### config.mk
export PLATFORM = sky130hd
export DESIGN_NAME = mtb_front
export DESIGN_NICKNAME = d
export VERILOG_FILES = /design/src/sv/mtb_pkg.sv /design/src/sv/mtb_front.sv
export SDC_FILE = /design/constraint.sdc
export NUM_CORES = 1
export LEC_CHECK = 0
export BUFFER_PORTS_ARGS = -buffer_cell sky130_fd_sc_hd__buf_2
export CAP_MARGIN = 20
export CELL_PAD_IN_SITES_DETAIL_PLACEMENT = 1
export CELL_PAD_IN_SITES_GLOBAL_PLACEMENT = 1
export CORE_ASPECT_RATIO = 0.7
export CORE_UTILIZATION = 36
export CTS_CLUSTER_DIAMETER = 80
export DETAILED_ROUTE_END_ITERATION = 16
export PLACE_DENSITY_LB_ADDON = 0.1
export SYNTH_ARGS = -nofsm -noshare
export SYNTH_HDL_FRONTEND = slang
export SYNTH_SLANG_ARGS = --single-unit
### constraint.sdc
create_clock -name i_clk -period 5.6 [get_ports i_clk]
set_clock_uncertainty 0.15 [all_clocks]
set_input_delay 0.84 -clock i_clk [delete_from_list [all_inputs] [get_ports i_clk]]
set_output_delay 0.84 -clock i_clk [all_outputs]
set_load 0.005 [all_outputs]
### src/sv/mtb_pkg.sv
`timescale 1ns / 1ps
// ----------------------------------------------------------------------------
// mtb_pkg
// Shared constants, codes and types of the median threshold bitmap block.
// ----------------------------------------------------------------------------
package mtb_pkg;

    // Histogram geometry and counter sizes.
    localparam int LEVELS     = 256;
    localparam int LEVEL_W    = $clog2(LEVELS);
    localparam int PIXEL_W    = 8;
    localparam int KIND_W     = 2;
    localparam int CNT_W      = 23;
    localparam int BAND_W     = LEVEL_W + 1;
    localparam logic [CNT_W-1:0]   MAX_PIXELS = CNT_W'(4194304);
    localparam logic [LEVEL_W-1:0] LAST_LEVEL = LEVEL_W'(LEVELS - 1);

    // Depth of the command queue between the front and back parts.
    localparam int Q_DEPTH = 4;
    localparam int QPTR_W  = $clog2(Q_DEPTH);
    localparam int QCNT_W  = $clog2(Q_DEPTH + 1);

    // Item kinds as carried on the input tuser.
    localparam logic [KIND_W-1:0] KIND_ACCUM    = 2'd0;
    localparam logic [KIND_W-1:0] KIND_CLOSE    = 2'd1;
    localparam logic [KIND_W-1:0] KIND_CLASSIFY = 2'd2;
    localparam logic [KIND_W-1:0] KIND_SPARE    = 2'd3;

    // Output beat packing.
    localparam int OUT_BITS = 2 * LEVEL_W + BAND_W + 3 + CNT_W;
    localparam int OUT_W    = ((OUT_BITS + 7) / 8) * 8;

    // Command handed from the front part to the back part.
    typedef struct packed {
        logic [KIND_W-1:0]  kind;
        logic [PIXEL_W-1:0] pixel;
    } t_cmd;

    // One result beat.
    typedef struct packed {
        logic [CNT_W-1:0]   pixel_total;
        logic               frame_overflow;
        logic               excluded;
        logic               above_median;
        logic [BAND_W-1:0]  band_high;
        logic [LEVEL_W-1:0] band_low;
        logic [LEVEL_W-1:0] median_level;
    } t_result;

endpackage

### src/sv/mtb_front.sv
`timescale 1ns / 1ps
// ----------------------------------------------------------------------------
// mtb_front
// Input side: accepts beats, decodes the item kind and queues commands.
// ----------------------------------------------------------------------------
module mtb_front (
    input  logic                          i_clk,
    input  logic                          i_rst_n,
    input  logic                          i_s_tvalid,
    output logic                          o_s_tready,
    input  logic [mtb_pkg::PIXEL_W-1:0]   i_s_tdata,
    input  logic [mtb_pkg::KIND_W-1:0]    i_s_tuser,
    output logic                          o_cmd_valid,
    output mtb_pkg::t_cmd                 o_cmd,
    input  logic                          i_cmd_pop
);

    mtb_pkg::t_cmd                r_q [mtb_pkg::Q_DEPTH];
    logic [mtb_pkg::QPTR_W-1:0]   r_wr_ptr;
    logic [mtb_pkg::QPTR_W-1:0]   r_rd_ptr;
    logic [mtb_pkg::QCNT_W-1:0]   r_count;
    logic                         accept;
    logic                         push;
    logic                         pop;

    // The spare kind is taken from the bus but never reaches the back part.
    assign o_s_tready  = (r_count != mtb_pkg::QCNT_W'(mtb_pkg::Q_DEPTH));
    assign accept      = i_s_tvalid && o_s_tready;
    assign push        = accept && (i_s_tuser != mtb_pkg::KIND_SPARE);
    assign o_cmd_valid = (r_count != '0);
    assign pop         = i_cmd_pop && o_cmd_valid;
    assign o_cmd       = r_q[r_rd_ptr];

    // Queue storage.
    always_ff @(posedge i_clk) begin
        if (push) begin
            r_q[r_wr_ptr] <= '{kind: i_s_tuser, pixel: i_s_tdata};
        end
    end

    // Queue pointers and fill level.
    always_ff @(posedge i_clk) begin
        if (!i_rst_n) begin
            r_wr_ptr <= '0;
            r_rd_ptr <= '0;
            r_count  <= '0;
        end else begin
            if (push) begin
                r_wr_ptr <= r_wr_ptr + 1'b1;
            end
            if (pop) begin
                r_rd_ptr <= r_rd_ptr + 1'b1;
            end
            if (push && !pop) begin
                r_count <= r_count + 1'b1;
            end else if (pop && !push) begin
                r_count <= r_count - 1'b1;
            end
        end
    end

endmodule

==> Word-level counts from Yosys, hierarchy flattened <==
Memory sizes are Yosys's and may differ from the RTL's. A register that Yosys moved wholly into a read port is not among the register bits.
Index checks and enable logic that the tools add are counted.
{ "totals": {"regBits": 7, "latchBits": 0, "mem_bits_rw": 40, "rom_bits": 0, "in_bits": 14, "output_inout_bits": 12, "word_cells": 25, "memories": 1} }
{ "op_classes": {"addsub": 4, "multipliers": 0, "div_mod_pow": 0, "magnitude_cmp": 0, "eq_ne": 2, "shift": 0, "mux": 6, "bitwise": 0, "reduce_logical": 9} }
{ "memory_table": {"columns": ["memory", "words", "word_bits", "rd", "rd_clocked_by_memory_dff", "write_ports", "line", "source"], "rows": [
  ["r_q", 4, 10, 1, 1, 1, "mtb_front.sv:18", "mtb_pkg::t_cmd r_q [mtb_pkg::Q_DEPTH];"]
]} }
{ "op_table": {"columns": ["operator", "n"], "rows": [
  ["3-bit two-way mux", 2],
  ["1-bit logical AND", 5],
  ["2-bit by 1-bit adder with 2-bit output (second input constant)", 2],
  ["2-bit two-way mux", 2],
  ["3-bit by 1-bit adder with 3-bit output (second input constant)", 1],
  ["3-bit inequality test (second input constant)", 1],
  ["3-bit nonzero test", 1],
  ["3-bit by 1-bit subtractor with 3-bit output (second input constant)", 1],
  ["1-bit zero test", 2],
  ["1-bit two-way mux", 2],
  ["2-bit inequality test (second input constant)", 1],
  ["2-bit nonzero test", 1]
]} }

==> Longest topological paths before layout <==
{ "depth": {"ltp_word": 7, "ltp_mapped": 8, "mapped_depth_nobuf": 8} }

==> Least setup slack after synthesis <==
Ideal clock, no wire load.
{ "synth_path": {"kind": "in2reg", "startpoint": "in i_s_tuser[0] in the netlist's numbering", "endpoint": "reg r_count[2] in the netlist's numbering", "t_arrival_ns": 2.410, "required_ns": 5.380, "slack_ns": 2.970, "stages": 7, "n_path_buf": 0, "path_cell_list": "a221oi_4 ha_1 inv_1 fa_1 xor2_1 or3_1 a21boi_1"} }
{ "synth_via": {"elab_chain_len": 5, "elab_cells_between_ends": 7, "classes_between": "eq/ne: 1; mux: 1; reduce/logical: 5"} }
{ "synth_rtl": {"columns": ["item", "line", "source"], "rows": [
  ["from (decl)", "mtb_front.sv:12", "input logic [mtb_pkg::KIND_W-1:0] i_s_tuser,"],
  ["2-bit inequality test *", "mtb_front.sv:29", "assign push = accept && (i_s_tuser != mtb_pkg::KIND_SPARE);"],
  ["1-bit logical AND *", "mtb_front.sv:29", null],
  ["1-bit zero test", "mtb_front.sv:56", "end else if (pop && !push) begin"],
  ["1-bit logical AND", "mtb_front.sv:56", null],
  ["2-bit nonzero test (no source line)", null, null],
  ["to (signal assigned)", "mtb_front.sv:55", "r_count <= r_count + 1'b1;"],
  ["to (signal assigned)", "mtb_front.sv:57", "r_count <= r_count - 1'b1;"],
  ["to (decl)", "mtb_front.sv:21", "logic [mtb_pkg::QCNT_W-1:0] r_count;"]
]} }
Every way passes the cells marked *; elsewhere a longest branch is shown, timed or not.
A chain may end at the register's enable or synchronous reset.

==> results.toml <==
[routing]
viasPerCell = 4.75
drc_errors = 0
antenna_left = 0
routed_wl_um = 3360
post_drt_wl_per_cell_um = 16.8
dr.pass1.iters = 4
dr_total_vias = 950
first_iter_violations = 42

[floorplan]
start_util = 0.390
ios = 26
die_h_um = 63.4
core_area_um2 = 4970
rows = 21
die_x_um = 89.7
die_area_um2 = 5680

[timing]
rsz0062_at_grt = "false"
worstMarginPinSlew_ns = 0.701
max_clock_freq_mhz = 355
finalWorstSetupSlack_ns = 2.78
slew-limit-headroom = 0.532
hold_viol = 0
finalCritPeriodShare = 0.503
setup_viol_count_final = 0
final_max_slew_viol_count = 0
timing.setup.tns_ns = 0
period_needed_ns = 2.82

[synthesis]
synth_cells = 101
ys_warn_count = 0
yosysSeqAreaShare = 0.713
avgSynthCellArea_um2 = 19.2
yosys_register_bits = 49
yosysUniqueCellTypes = 22
netlist_area_um2 = 1940
syn_nets = 121

[layout]
area_delta_synth_final_pct = 14.7
postLayoutCoreUtil = 0.447
fin_nets = 150
drive_gt1_frac = 0.351
diodes = 0
fill_cells = 484

[global_route]
grt_max_degree = 16
grt_pass1_vias = 1034
grt_pass1_wl_um = 5360
grt_usage = 0.136
antenna_found_initial = 0
grt_overflow = 0

[clock_network]
cts_resized = 0
clock_latency_ns = 0.29
cts_sinks = 49
clkTransAtPathRegs_ns = 0.09
clock-root-buffer = "clkbuf_8"
h-tree-depth = 2
clockBufferDepth = 2
cts_tree = "yes"
cts_buffers = 5
cts_setup_buffers = 0
hold_buffers = 0

[outcome]
outcome = "completed"

[pwr]
powerDensity_nw_per_um2 = 414
power.leakage_nw = 0.773
total_power_uw = 921
peakVddDrop_uv = 143

[placed_design]
io_buffer_count = 25
pre_cts_ws_ns = 2.66
hpwl_um = 2330
gp_congestion = 0.669

[worst_setup_path]
endpoint_kind = "output pin"
critical_path_class = "reg2out"
critPathLaunchType = "flip-flop"
cp.required_ns = 4.61
worstPathArrival_ns = 1.83
crit_fanout = 10

[worst_hold_path]
hold_class = "reg2reg"

[job]
maxCapViolations = 0
where the power goes:
part	internal, mW	switching [mW]	leakage [nW]
sequential	0.438	0.0568	0.439
clock	0.0891	0.115	0.0456
combinational	0.131	0.0922	0.288
metal layers:
layer,vias to the layer above,wire length [µm],GRT usage
li1,446,-,-
met1,483,1630,0.186
met2,16,1580,0.201
met3,5,105,0.0393
met4,0,50,0.0595
met5,-,0,0
stage by stage:
| step | cells | hold slack, ns | area, µm² |
|---|---|---|---|
| after floorplan | 101 | 0.318 | 1940 |
| after global placement | 192 | 0.349 | 2140 |
| after detailed placement | 192 | 0.377 | 2140 |
| after CTS | 200 | 0.389 | 2220 |
| after global routing | 200 | 0.431 | 2220 |
| final | 200 | 0.392 | 2220 |
synthesized netlist by cell type:
cell	n	share of area
a21boi_1	1	0.0039
a221oi_4	1	0.014
and2_1	8	0.026
buf_2	1	0.0026
clkbuf_1	2	0.0039
dfxtp_1	9	0.093
edfxtp_1	40	0.62
fa_1	1	0.010
ha_1	5	0.032
inv_1	4	0.0077
mux2i_1	3	0.016
mux4_2	10	0.12
nand2_1	5	0.0097
nor2_2	1	0.0032
nor2b_1	1	0.0032
o21ai_0	1	0.0026
o311ai_1	1	0.0045
o31ai_2	1	0.0065
or3_1	1	0.0032
or3_2	1	0.0039
xnor2_1	3	0.014
xor2_1	1	0.0045
registers in the layout, indices dropped and copies added (netlist names), named ones only:
signal / cells
r_q: 40
r_count: 3
r_rd_ptr: 2
r_wr_ptr: 2
worst paths after layout:
| path | startpoint | end | slack [ns] | depth (start not counted) |
|---|---|---|---|---|
| max reg2reg | r_count[0] | r_count[2] | 3.09 | 8 |
| max | flip-flop | o_cmd[2] | 2.78 | 2 |
| min reg2reg | r_wr_ptr[1] | r_wr_ptr[1] | 0.39 | 2 |
| min | r_wr_ptr[1] | r_wr_ptr[1] | 0.39 | 2 |
layout by cell type (no fill, tap or decap):
cell	count
dfxtp_1	9
a221oi_4	1
inv_6	1
or3_2	1
xnor2_1	3
clkinv_2	1
nor2b_1	1
or3_1	1
nand2_1	5
clkbuf_1	1
and2_1	8
mux4_2	10
ha_1	5
inv_1	4
mux2i_1	3
o311ai_1	1
nor2_2	1
o21ai_0	1
xor2_1	1
clkbuf_8	5
buf_2	25
fa_1	1
a21boi_1	1
o31ai_2	1
edfxtp_1	40
kinds of logic (layout without fill, tap and decap cells):
kind of cell / Yosys count / after routing / share of synthesized area
XOR/XNOR: 4 / 4 / 0.0181
AND/OR/NAND/NOR: 17 / 17 / 0.0491
adder cells (fa/ha/maj): 6 / 6 / 0.0426
flip-flops: 49 / 49 / 0.713
AO/OA/AOI/OAI: 5 / 5 / 0.0310
buffers and inverters: 7 / 37 / 0.0142
multiplexers: 13 / 13 / 0.132
area by class of cell:
cell class | instances | area [µm²] | area share
Clock buffer | 6 | 72.6 | 0.0327
Clock inverter | 2 | 13.8 | 0.00619
Inverter | 4 | 15.0 | 0.00676
Multi-Input combinational cell | 45 | 528 | 0.238
Sequential cell | 49 | 1380 | 0.622
Timing Repair Buffer | 25 | 125 | 0.0563
Tap cell | 69 | 86.3 | 0.0389
critical path, cell delays in order, from the launching register on:
cell and delay, ns:
dfxtp_1 0.78, mux4_2 0.60, buf_2 0.14
No activity file was read; power rests on OpenSTA's default activity.
